## config.mk

```make
export PLATFORM = sky130hd
export DESIGN_NAME = dxt_texture_block_decoder_unit
export DESIGN_NICKNAME = d
export VERILOG_FILES = /design/src/rtl/dxt_pkg.sv /design/src/rtl/dxt_seq.sv /design/src/rtl/dxt_extract.sv /design/src/rtl/dxt_weight.sv /design/src/rtl/dxt_resolve.sv /design/src/rtl/dxt_texture_block_decoder_unit.sv
export SDC_FILE = /design/constraint.sdc
export NUM_CORES = 2
export LEC_CHECK = 0
export BUFFER_PORTS_ARGS = -buffer_cell sky130_fd_sc_hd__buf_2
export CAP_MARGIN = 40
export CORE_MARGIN = 5
export CORE_UTILIZATION = 60
export DETAILED_ROUTE_END_ITERATION = 10
export PLACE_DENSITY = 0.84
export SLEW_MARGIN = 25
export SYNTH_ARGS = -nofsm -noshare
export SYNTH_HDL_FRONTEND = slang
export SYNTH_SLANG_ARGS = --single-unit
```

## constraint.sdc

```tcl
create_clock -name clk -period 18.55 [get_ports clk]
set_input_delay 3.71 -clock clk [delete_from_list [all_inputs] [get_ports clk]]
set_output_delay 3.71 -clock clk [all_outputs]
set_load 0.02 [all_outputs]
```

## src/rtl/dxt_pkg.sv

```systemverilog
// Shared types, constants and arithmetic helpers of the compressed texture block decoder.
package dxt_pkg;

	// Format codes held in the format register.
	localparam logic [2:0] FMT_DXT1 = 3'd0;
	localparam logic [2:0] FMT_DXT3 = 3'd1;
	localparam logic [2:0] FMT_DXT5 = 3'd2;
	localparam logic [2:0] FMT_ATI1 = 3'd3;
	localparam logic [2:0] FMT_ATI2 = 3'd4;

	localparam int unsigned TEXELS = 16;
	localparam logic [3:0] LAST_T = 4'(TEXELS - 1);

	// Reciprocals for exact division of the weighted sums (scaled by two to the fourteenth).
	localparam int unsigned RECIP_SHIFT = 14;
	localparam logic [12:0] RECIP3 = 13'd5462;
	localparam logic [12:0] RECIP5 = 13'd3277;
	localparam logic [12:0] RECIP7 = 13'd2341;

	// How a lane's weighted sum is turned into the final 8-bit value.
	typedef enum logic [2:0] {
		DIV_NONE,
		DIV_HALF,
		DIV_THIRD,
		DIV_FIFTH,
		DIV_SEVENTH
	} div_t;

	// Input block: two little-endian halves.
	typedef struct packed {
		logic [63:0] block_low;
		logic [63:0] block_high;
	} dxt_blk_t;

	// One decoded texel.
	typedef struct packed {
		logic [1:0] texel_col;
		logic [1:0] texel_row;
		logic [7:0] chan_red;
		logic [7:0] chan_green;
		logic [7:0] chan_blue;
		logic [7:0] chan_alpha;
		logic       last_texel;
	} dxt_texel_t;

	// Texel issued by the sequencer.
	typedef struct packed {
		logic        valid;
		logic [2:0]  fmt;
		logic [3:0]  t;
		logic [63:0] lo;
		logic [63:0] hi;
	} issue_t;

	// Endpoints and index of one alpha-style ramp.
	typedef struct packed {
		logic [7:0] a0;
		logic [7:0] a1;
		logic [2:0] k;
	} ramp_t;

	// Fields pulled out of the block for one texel.
	typedef struct packed {
		logic       valid;
		logic [2:0] fmt;
		logic [3:0] t;
		logic       four;
		logic [1:0] ci;
		logic [2:0][7:0] p0;
		logic [2:0][7:0] p1;
		ramp_t      rlo;
		ramp_t      rhi;
		logic [3:0] nib;
	} s1_t;

	// Weighted sum awaiting its final division.
	typedef struct packed {
		logic [10:0] num;
		div_t        sel;
	} lane_t;

	typedef struct packed {
		logic       valid;
		logic [2:0] fmt;
		logic [3:0] t;
		lane_t [2:0] col;
		lane_t      rlo;
		lane_t      rhi;
	} s2_t;

	// Weighted sum for one colour channel of the four-entry or three-entry palette.
	function automatic lane_t color_lane(input logic [7:0] p0, input logic [7:0] p1,
			input logic [1:0] ci, input logic four);
		lane_t l;
		l.num = 11'd0;
		l.sel = DIV_NONE;
		case (ci)
			2'd0: l.num = 11'(p0);
			2'd1: l.num = 11'(p1);
			2'd2: begin
				if (four) begin
					l.num = 11'({p0, 1'b0}) + 11'(p1) + 11'd1;
					l.sel = DIV_THIRD;
				end else begin
					l.num = 11'(p0) + 11'(p1) + 11'd1;
					l.sel = DIV_HALF;
				end
			end
			default: begin
				if (four) begin
					l.num = 11'(p0) + 11'({p1, 1'b0}) + 11'd1;
					l.sel = DIV_THIRD;
				end
			end
		endcase
		return l;
	endfunction

	// Weighted sum for one entry of an 8-step or 6-step ramp.
	function automatic lane_t ramp_lane(input ramp_t r);
		lane_t l;
		logic [3:0] w0;
		logic [3:0] w1;
		w1 = 4'(r.k) - 4'd1;
		w0 = (r.a0 > r.a1) ? 4'd8 - 4'(r.k) : 4'd6 - 4'(r.k);
		l.num = 11'(w0) * 11'(r.a0) + 11'(w1) * 11'(r.a1);
		l.sel = (r.a0 > r.a1) ? DIV_SEVENTH : DIV_FIFTH;
		if (r.k == 3'd0) begin
			l.num = 11'(r.a0);
			l.sel = DIV_NONE;
		end else if (r.k == 3'd1) begin
			l.num = 11'(r.a1);
			l.sel = DIV_NONE;
		end else if (!(r.a0 > r.a1) && r.k == 3'd6) begin
			l.num = 11'd0;
			l.sel = DIV_NONE;
		end else if (!(r.a0 > r.a1) && r.k == 3'd7) begin
			l.num = 11'd255;
			l.sel = DIV_NONE;
		end
		return l;
	endfunction

	// Division by a small constant through a reciprocal multiply.
	function automatic logic [7:0] resolve_lane(input lane_t l);
		logic [24:0] prod;
		logic [7:0]  res;
		prod = 25'd0;
		res = 8'd0;
		unique case (l.sel)
			DIV_NONE: res = l.num[7:0];
			DIV_HALF: res = l.num[8:1];
			DIV_THIRD: begin
				prod = 25'(l.num) * 25'(RECIP3);
				res = prod[RECIP_SHIFT +: 8];
			end
			DIV_FIFTH: begin
				prod = 25'(l.num) * 25'(RECIP5);
				res = prod[RECIP_SHIFT +: 8];
			end
			DIV_SEVENTH: begin
				prod = 25'(l.num) * 25'(RECIP7);
				res = prod[RECIP_SHIFT +: 8];
			end
			default: res = 8'd0;
		endcase
		return res;
	endfunction

endpackage

```

## src/rtl/dxt_seq.sv

```systemverilog
// Block holding register, format register and texel sequencer issuing one texel a cycle.
module dxt_seq (
	input  logic              clk,
	input  logic              arst_n,
	input  logic              start,
	output logic              busy,
	input  dxt_pkg::dxt_blk_t blk,
	input  logic              cfg_valid,
	output logic              cfg_ready,
	input  logic [2:0]        cfg_data,
	output dxt_pkg::issue_t   issue
);

	logic        active_q;
	logic [3:0]  cnt_q;
	logic [2:0]  fmt_cfg_q;
	logic [2:0]  fmt_q;
	logic [63:0] lo_q;
	logic [63:0] hi_q;
	logic        accept;

	// A new block may be taken while the last texel of the current one issues.
	assign busy = active_q && (cnt_q != dxt_pkg::LAST_T);
	assign accept = start && !busy;
	assign cfg_ready = 1'b1;

	// Format register, written by a configuration transfer.
	always_ff @(posedge clk or negedge arst_n) begin
		if (!arst_n) begin
			fmt_cfg_q <= dxt_pkg::FMT_DXT1;
		end else if (cfg_valid && cfg_ready) begin
			fmt_cfg_q <= cfg_data;
		end
	end

	// Texel counter and activity flag.
	always_ff @(posedge clk or negedge arst_n) begin
		if (!arst_n) begin
			active_q <= 1'b0;
			cnt_q <= 4'd0;
		end else if (accept) begin
			active_q <= 1'b1;
			cnt_q <= 4'd0;
		end else if (active_q) begin
			cnt_q <= cnt_q + 4'd1;
			if (cnt_q == dxt_pkg::LAST_T) begin
				active_q <= 1'b0;
			end
		end
	end

	// Block payload and the format it was taken with.
	always_ff @(posedge clk) begin
		if (accept) begin
			lo_q <= blk.block_low;
			hi_q <= blk.block_high;
			fmt_q <= fmt_cfg_q;
		end
	end

	// Texel handed to the first pipeline stage.
	always_comb begin
		issue.valid = active_q;
		issue.fmt = fmt_q;
		issue.t = cnt_q;
		issue.lo = lo_q;
		issue.hi = hi_q;
	end

	// A start transfer always restarts the count at the first texel.
	a_accept_restart: assert property (@(posedge clk) disable iff (!arst_n)
		accept |=> (active_q && cnt_q == 4'd0))
		else $error("sequencer did not restart on a start transfer");

	// Within a block the texel index advances by one every cycle.
	a_count_step: assert property (@(posedge clk) disable iff (!arst_n)
		(active_q && cnt_q != dxt_pkg::LAST_T && !accept) |=>
		(active_q && cnt_q == $past(cnt_q) + 4'd1))
		else $error("texel index skipped or stalled");

endmodule

```

## src/rtl/dxt_extract.sv

```systemverilog
// First stage: pulls endpoints, indices and mode flags for the current texel out of the block.
module dxt_extract (
	input  logic            clk,
	input  logic            arst_n,
	input  dxt_pkg::issue_t issue,
	output dxt_pkg::s1_t    st_s1
);

	logic [63:0] cblk;
	logic [15:0] c0;
	logic [15:0] c1;
	logic [31:0] csh;
	logic [5:0]  kshift;
	logic [47:0] lo_sh;
	logic [47:0] hi_sh;
	logic [63:0] nib_sh;
	dxt_pkg::s1_t nxt;

	// Field extraction for one texel.
	always_comb begin
		cblk = (issue.fmt == dxt_pkg::FMT_DXT1) ? issue.lo : issue.hi;
		c0 = cblk[15:0];
		c1 = cblk[31:16];
		csh = cblk[63:32] >> {issue.t, 1'b0};
		kshift = 6'({issue.t, 1'b0}) + 6'(issue.t);
		lo_sh = issue.lo[63:16] >> kshift;
		hi_sh = issue.hi[63:16] >> kshift;
		nib_sh = issue.lo >> {issue.t, 2'b00};

		nxt.valid = issue.valid;
		nxt.fmt = issue.fmt;
		nxt.t = issue.t;
		nxt.four = (c0 > c1) || (issue.fmt == dxt_pkg::FMT_DXT5);
		nxt.ci = csh[1:0];
		nxt.p0[0] = {c0[15:11], 3'b000};
		nxt.p0[1] = {c0[10:5], 2'b00};
		nxt.p0[2] = {c0[4:0], 3'b000};
		nxt.p1[0] = {c1[15:11], 3'b000};
		nxt.p1[1] = {c1[10:5], 2'b00};
		nxt.p1[2] = {c1[4:0], 3'b000};
		nxt.rlo.a0 = issue.lo[7:0];
		nxt.rlo.a1 = issue.lo[15:8];
		nxt.rlo.k = lo_sh[2:0];
		nxt.rhi.a0 = issue.hi[7:0];
		nxt.rhi.a1 = issue.hi[15:8];
		nxt.rhi.k = hi_sh[2:0];
		nxt.nib = nib_sh[3:0];
	end

	// Stage register, cleared on reset.
	always_ff @(posedge clk or negedge arst_n) begin
		if (!arst_n) begin
			st_s1 <= '0;
		end else begin
			st_s1 <= nxt;
		end
	end

endmodule

```

## src/rtl/dxt_weight.sv

```systemverilog
// Second stage: forms the weighted palette and ramp sums for the current texel.
module dxt_weight (
	input  logic         clk,
	input  logic         arst_n,
	input  dxt_pkg::s1_t st_s1,
	output dxt_pkg::s2_t st_s2
);

	dxt_pkg::s2_t nxt;

	// Colour lanes, the low ramp (or explicit DXT3 alpha) and the high ramp.
	always_comb begin
		nxt.valid = st_s1.valid;
		nxt.fmt = st_s1.fmt;
		nxt.t = st_s1.t;
		for (int i = 0; i < 3; i++) begin
			nxt.col[i] = dxt_pkg::color_lane(st_s1.p0[i], st_s1.p1[i], st_s1.ci, st_s1.four);
		end
		if (st_s1.fmt == dxt_pkg::FMT_DXT3) begin
			nxt.rlo.num = 11'({st_s1.nib, st_s1.nib});
			nxt.rlo.sel = dxt_pkg::DIV_NONE;
		end else begin
			nxt.rlo = dxt_pkg::ramp_lane(st_s1.rlo);
		end
		nxt.rhi = dxt_pkg::ramp_lane(st_s1.rhi);
	end

	// Stage register, cleared on reset.
	always_ff @(posedge clk or negedge arst_n) begin
		if (!arst_n) begin
			st_s2 <= '0;
		end else begin
			st_s2 <= nxt;
		end
	end

endmodule

```

## src/rtl/dxt_resolve.sv

```systemverilog
// Third stage: divides the sums by their constants and routes lanes to channels by format.
module dxt_resolve (
	input  logic                clk,
	input  logic                arst_n,
	input  dxt_pkg::s2_t        st_s2,
	output logic                texel_strobe,
	output dxt_pkg::dxt_texel_t texel
);

	logic [2:0][7:0] col;
	logic [7:0] rlo;
	logic [7:0] rhi;
	dxt_pkg::dxt_texel_t nxt;

	// Constant division of every lane, then the per-format channel map.
	always_comb begin
		for (int i = 0; i < 3; i++) begin
			col[i] = dxt_pkg::resolve_lane(st_s2.col[i]);
		end
		rlo = dxt_pkg::resolve_lane(st_s2.rlo);
		rhi = dxt_pkg::resolve_lane(st_s2.rhi);

		nxt.texel_col = st_s2.t[1:0];
		nxt.texel_row = st_s2.t[3:2];
		nxt.last_texel = (st_s2.t == dxt_pkg::LAST_T);
		nxt.chan_red = 8'd0;
		nxt.chan_green = 8'd0;
		nxt.chan_blue = 8'd0;
		nxt.chan_alpha = 8'd0;
		unique case (st_s2.fmt) inside
			dxt_pkg::FMT_DXT1: begin
				nxt.chan_red = col[0];
				nxt.chan_green = col[1];
				nxt.chan_blue = col[2];
			end
			dxt_pkg::FMT_DXT3, dxt_pkg::FMT_DXT5: begin
				nxt.chan_red = col[0];
				nxt.chan_green = col[1];
				nxt.chan_blue = col[2];
				nxt.chan_alpha = rlo;
			end
			dxt_pkg::FMT_ATI1: begin
				nxt.chan_red = rlo;
			end
			dxt_pkg::FMT_ATI2: begin
				nxt.chan_red = rhi;
				nxt.chan_green = rlo;
			end
			default: begin
				nxt.chan_red = 8'd0;
			end
		endcase
	end

	// Output register and its strobe.
	always_ff @(posedge clk or negedge arst_n) begin
		if (!arst_n) begin
			texel_strobe <= 1'b0;
		end else begin
			texel_strobe <= st_s2.valid;
		end
	end

	always_ff @(posedge clk) begin
		texel <= nxt;
	end

endmodule

```

## src/rtl/dxt_texture_block_decoder_unit.sv

```systemverilog
// Top level of the compressed texture block decoder.
// Decodes one 16-byte DXT1, DXT3, DXT5, ATI1N or ATI2N block into its sixteen texels in
// row-major order, one texel per clock cycle on texel with texel_strobe high for that cycle;
// the receiver cannot stall and must take every texel in the cycle it appears. A block is
// taken at an edge where start is high and busy is low, and its sixteen texels share the single
// texel lane, so a new block can be taken back to back with no gap in the output; busy
// drops during the cycle in which the sixteenth texel of the current block issues. The first
// texel of a block passes from the sequencer, loaded at the edge of its start transfer, through
// the extraction and weighting stage registers and the output register to the ports. The format
// register is written through the cfg channel,
// which is always ready; it should be changed only while no block is in flight, and each block
// keeps the format that was set when it was taken.
module dxt_texture_block_decoder_unit (
	input  logic                clk,
	input  logic                arst_n,
	input  logic                start,
	output logic                busy,
	input  dxt_pkg::dxt_blk_t   blk,
	input  logic                cfg_valid,
	output logic                cfg_ready,
	input  logic [2:0]          cfg_data,
	output logic                texel_strobe,
	output dxt_pkg::dxt_texel_t texel
);

	dxt_pkg::issue_t issue;
	dxt_pkg::s1_t    st_s1;
	dxt_pkg::s2_t    st_s2;

	// Sequencer issuing one texel per cycle.
	dxt_seq u_seq (
		.clk       (clk),
		.arst_n    (arst_n),
		.start     (start),
		.busy      (busy),
		.blk       (blk),
		.cfg_valid (cfg_valid),
		.cfg_ready (cfg_ready),
		.cfg_data  (cfg_data),
		.issue     (issue)
	);

	// Field extraction.
	dxt_extract u_extract (
		.clk    (clk),
		.arst_n (arst_n),
		.issue  (issue),
		.st_s1  (st_s1)
	);

	// Weighted sums.
	dxt_weight u_weight (
		.clk    (clk),
		.arst_n (arst_n),
		.st_s1  (st_s1),
		.st_s2  (st_s2)
	);

	// Division and channel routing.
	dxt_resolve u_resolve (
		.clk          (clk),
		.arst_n       (arst_n),
		.st_s2        (st_s2),
		.texel_strobe (texel_strobe),
		.texel        (texel)
	);

	// Every issued texel leaves the pipeline through the extraction, weighting and output registers.
	a_latency: assert property (@(posedge clk) disable iff (!arst_n)
		issue.valid |-> ##3 texel_strobe)
		else $error("issued texel did not reach the output");

	// Texels of one block leave without gaps.
	a_no_gap: assert property (@(posedge clk) disable iff (!arst_n)
		(texel_strobe && !texel.last_texel) |=> texel_strobe)
		else $error("gap inside a block's texel run");

	// Consecutive texels of a block advance in row-major order.
	a_order: assert property (@(posedge clk) disable iff (!arst_n)
		(texel_strobe && !texel.last_texel) |=>
		({texel.texel_row, texel.texel_col} ==
		$past({texel.texel_row, texel.texel_col}) + 4'd1))
		else $error("texel coordinates out of order");

endmodule
```

-- After elaboration in Yosys (flattened, before gate mapping)
Cells that the tools add are included.
- bits of input ports: 135
- register bits: 340
- output and inout bits: 40
- latch bits: 0
- word-level logic and storage cells: 198
- memories kept: 0
- bits in writable memories: 0
- bits in read-only memories: 0
- multiply operators: 19
- div/mod/pow operators: 0
- $lt $le $gt $ge: 3
- muxes and demuxes: 38
- reduce and logical (&&, ||, !) cells: 24
- $add $sub $neg: 28
- bitwise logic cells: 0
- shifts and indexed selects: 4
- equality and inequality tests: 37
- operator list (operator ; number):
    $mul A11 B12 Y22 const B ; 10
    $mux W14 ; 15
    $pmux W8 S5 ; 5
    $mul A11 B12 Y21 const B ; 5
    $add A11 B1 Y11 const B ; 9
    $pmux W11 S3 ; 3
    $shr A48 B6 Y3 ; 2
    $mux W64 ; 1
    $shr A64 B6 Y4 ; 1
    $mul A4 B8 Y11 ; 4
    $eq A3 B2 Y1 const B ; 13
    $shr A32 B5 Y2 ; 1
    $add A8 B9 Y10 ; 3
    $add A9 B8 Y10 ; 3
    $eq A3 B3 Y1 const B ; 10
    $add A8 B8 Y9 ; 3
    $eq A3 B1 Y1 const B ; 9
    $logic_not A3 Y1 ; 9
    $pmux W8 S3 ; 1
    $add A11 B11 Y11 ; 2
    $pmux W3 S2 ; 3
    $gt A16 B16 Y1 ; 1
    $gt A8 B8 Y1 ; 2
    $mux W4 ; 4
    19 further kinds ; 34

-- Longest topological paths before layout
- word-level depth: 9
- mapped depth: 29

-- Hierarchy
Synthesis repeated with hierarchy kept, for this count alone.
- cells, all modules: 4995
- area total of the unflattened synthesis: 50709.9 µm²
- by module, submodules not included (module ; cells an instance ; times used ; area an instance (µm²)):
    dxt_resolve ; 3133 ; 1 ; 29306.9
    dxt_weight ; 1239 ; 1 ; 10622.7
    dxt_extract ; 456 ; 1 ; 6467.5
    dxt_seq ; 167 ; 1 ; 4312.9

-- Least setup slack after synthesis
Ideal clock, no wire load.
- path kind: in2reg
- start: input start
- end: register u_seq.fmt_q[0], enable pin
- stages on the path: 1
- arrival time: 9448 ps
- slack: 8463 ps
- setup time: 638 ps
- buffers on the path: 0
- cell sequence: nor2b_1
- word-level cells in the longest chain between the ends: 1
- ends and longest elaborated chain (item ; RTL line ; source):
    start, declared ; dxt_texture_block_decoder_unit.sv:16 ; input logic start,
    $logic_and A1 B1 Y1 ; dxt_seq.sv:24 ; assign accept = start && !busy;
    end signal, assigned ; dxt_seq.sv:57 ; fmt_q <= fmt_cfg_q;
    end, declared ; dxt_seq.sv:17 ; logic [2:0] fmt_q;
Every way passes these cells.
A chain may end at the register's enable or synchronous reset.

==> results_dict.tcl <==
set metrics [dict create \
    multi_input_area_um2 25300 \
    yosys.cell_types.count 84 \
    grt_setup_unrepaired "no" \
    via_per_inst 6.01 \
    io_pins 175 \
    worst-endpoint-required_ps 19040 \
    max_stage_delay_ps 550 \
    clock.fmax_ghz 0.152 \
    die_area_um2 65700 \
    yosys-top-cells-area "ha_1, fa_1, edfxtp_1" \
    syn_inst 3350 \
    grt_pass1_wl_um 144000 \
    drt_iter0_markers 2324 \
    synthArstFlopShare_pct 47.7 \
    grt_max_degree 80 \
    cpMaxStageDelayCell "fa_1" \
    dr.pass1.iters 6 \
    drive_above_1_share_pct 13.1 \
    cts_root_buf "clkbuf_16" \
    clk_path_buf_depth 3 \
    tns_ps 0 \
    rr_endpoint "u_weight.st_s2[13]" \
    start_util_pct 60.5 \
    core_area_um2 60200 \
    route.detailed.drc 0 \
    cts_tree "built" \
    fp.dieH_um 256 \
    synth_seq_area_share_pct 23.3 \
    synthTopCellsByCount "ha_1, inv_1, fa_1" \
    critPathLaunchType "register" \
    tightest_slew_ps 806 \
    outcome "finished, final reports clean" \
    cts.sinks 321 \
    cap_violations 0 \
    synth_edf_count 131 \
    finalClockSkew_ps 42.4 \
    finalCriticalPeriod_ps 6560 \
    slew_violations 0 \
    hp-start "u_extract.st_s1[94]" \
    yosys_warnings 0 \
    period_share_pct 35.4 \
    min_delay_path_depth 0 \
    rrSetupSlack_ps 11990 \
    cts_buffers 39 \
    die_x_um 256 \
    syn_area_um2 36400 \
    via_count 26000 \
    hold_buffers 0 \
    min_to "u_weight.st_s2[71]" \
    max_slew_margin_pct 46.3 \
    post_cts_resize_count 0 \
    clk_pin_slew_ps 70 \
    fin_nets 4630 \
    arrival_ps 7060 \
    grt_pass1_vias 27400 \
    syn_area_per_cell_um2 10.9 \
    ys_ff_latch 321 \
    yosys.area.top_type "ha_1" \
    portBuffers 173 \
    area_growth_pct 9.20 \
    setup_violations 0 \
    reg2reg_from "u_extract.st_s1[8]" \
    synth_top_flop_cell "dfrtp_1" \
    gr-total-overflow 0 \
    cts_max_level 2 \
    gp_congestion 0.935 \
    fill_cells 4331 \
    row_count 90 \
    antenna_left 0 \
    hpwl_um 71300 \
    reg2reg_depth 28 \
    routed_wl_um 87900 \
    yosysMostFrequentCell "ha_1" \
    crit_path_end_kind "register" \
    avgRoutedWirePerCell_um 20.3 \
    post_cts_buffers 0 \
    cp_max_fo 8 \
    hold_viol_final 0 \
    regArea_um2 8510 \
    critPathKind "register to register" \
    gr-usage-all-layers_pct 26.9 \
    clk_latency_ps 580 \
    synth_top_area_share_pct 23.6 \
    min_path_type "register to register" \
    antenna_found_initial 9 \
]
## per-stage QoR
stage,util (%),hold slack (ps),area (µm²),cells,worst slack (ps)
floorplan,-,331,36400,3351,8460
global placement,63.3,334,38200,4248,12290
detailed placement,63.6,336,38300,4257,11980
CTS,66.0,349,39700,4329,12000
global route,66.0,351,39800,4332,11580
finish,66.0,346,39800,4333,11990
## registers in the layout, indices dropped and copies added, names as in the netlist
| signal | count |
|---|---|
| u_seq.active_q | 1 |
| u_seq.hi_q | 64 |
| u_resolve.texel | 37 |
| u_seq.fmt_q | 3 |
| u_seq.fmt_cfg_q | 3 |
| u_seq.lo_q | 64 |
| u_resolve.texel_strobe | 1 |
| u_seq.cnt_q | 4 |
| u_weight.st_s2 | 59 |
| u_extract.st_s1 | 85 |
## cell type report
type | instances | share of cell area, %
Antenna cell | 1 | 0.00629
Clock buffer | 51 | 2.81
Clock inverter | 21 | 0.815
Inverter | 617 | 5.82
Multi-Input combinational cell | 2337 | 63.7
Sequential cell | 321 | 21.4
Tap cell | 782 | 2.46
Timing Repair Buffer | 203 | 2.99
## cells by family (layout without fill, tap and decap cells)
logic type | count (synthesis) | after routing | synth area share (%)
adders and majority gates | 976 | 976 | 39.5
buffers and inverters | 693 | 892 | 7.20
and+or+nand+nor | 525 | 525 | 7.39
AOI/OAI and AO/OA | 480 | 480 | 8.83
DFF | 321 | 321 | 23.3
muxes | 209 | 209 | 10.3
xor gates and xnor gates | 144 | 144 | 3.46
other | 2 | 4 | 0.0206
## critical path, delay by kind of cell, from the launching register on
| kind | cells | cell delay (ps) |
|---|---|---|
| AO/OA/AOI/OAI | 11 | 1830 |
| flip-flops | 1 | 400 |
| adder cells (fa/ha/maj) | 6 | 2820 |
| AND/OR/NAND/NOR | 5 | 930 |
| XOR/XNOR | 1 | 170 |
| buffers and inverters | 5 | 350 |
## worst max path at each step
| stage | start | endpoint | slack, ps | depth (start not counted) |
|---|---|---|---|---|
| 2_1_floorplan | start | u_seq.fmt_q[0] | 8460 | 1 |
| 6_report | u_extract.st_s1[8] | u_weight.st_s2[13] | 11990 | 28 |
| 5_1_grt | u_extract.st_s1[8] | u_weight.st_s2[13] | 11580 | 28 |
| 3_3_place_gp | u_extract.st_s1[27] | u_weight.st_s2[27] | 12290 | 28 |
| 3_5_place_dp | u_extract.st_s1[8] | u_weight.st_s2[13] | 11980 | 28 |
| 4_1_cts | u_extract.st_s1[8] | u_weight.st_s2[13] | 12000 | 28 |
## cell usage in the layout, fill, tap and decap left out, drive strengths merged, types with 15 or more instances in the layout
cell type    n
ha         688
inv        620
fa         288
buf        201
dfrtp      153
a21oi      139
edfxtp     131
mux4       129
nand2      114
nor2       114
xnor2       87
o21ai       85
and2        61
xor2        57
nor2b       53
clkbuf      53
a21o        51
mux2i       44
nand2b      40
dfxtp       37
mux2        36
nand3       35
nor3        28
a211oi      26
o211ai      22
o21a        19
o21bai      17
o31ai       15
## metal layers
metal,global-route usage [%],vias up,wire (µm)
met1,34.8,12600,34700
met5,0,-,80
met4,10.7,14,4200
met2,45.3,1159,42100
li1,-,11900,-
met3,4.78,259,6850
Power is not shown: default switching activity piles up to over one toggle a cycle in this logic, so the estimate is an artifact.
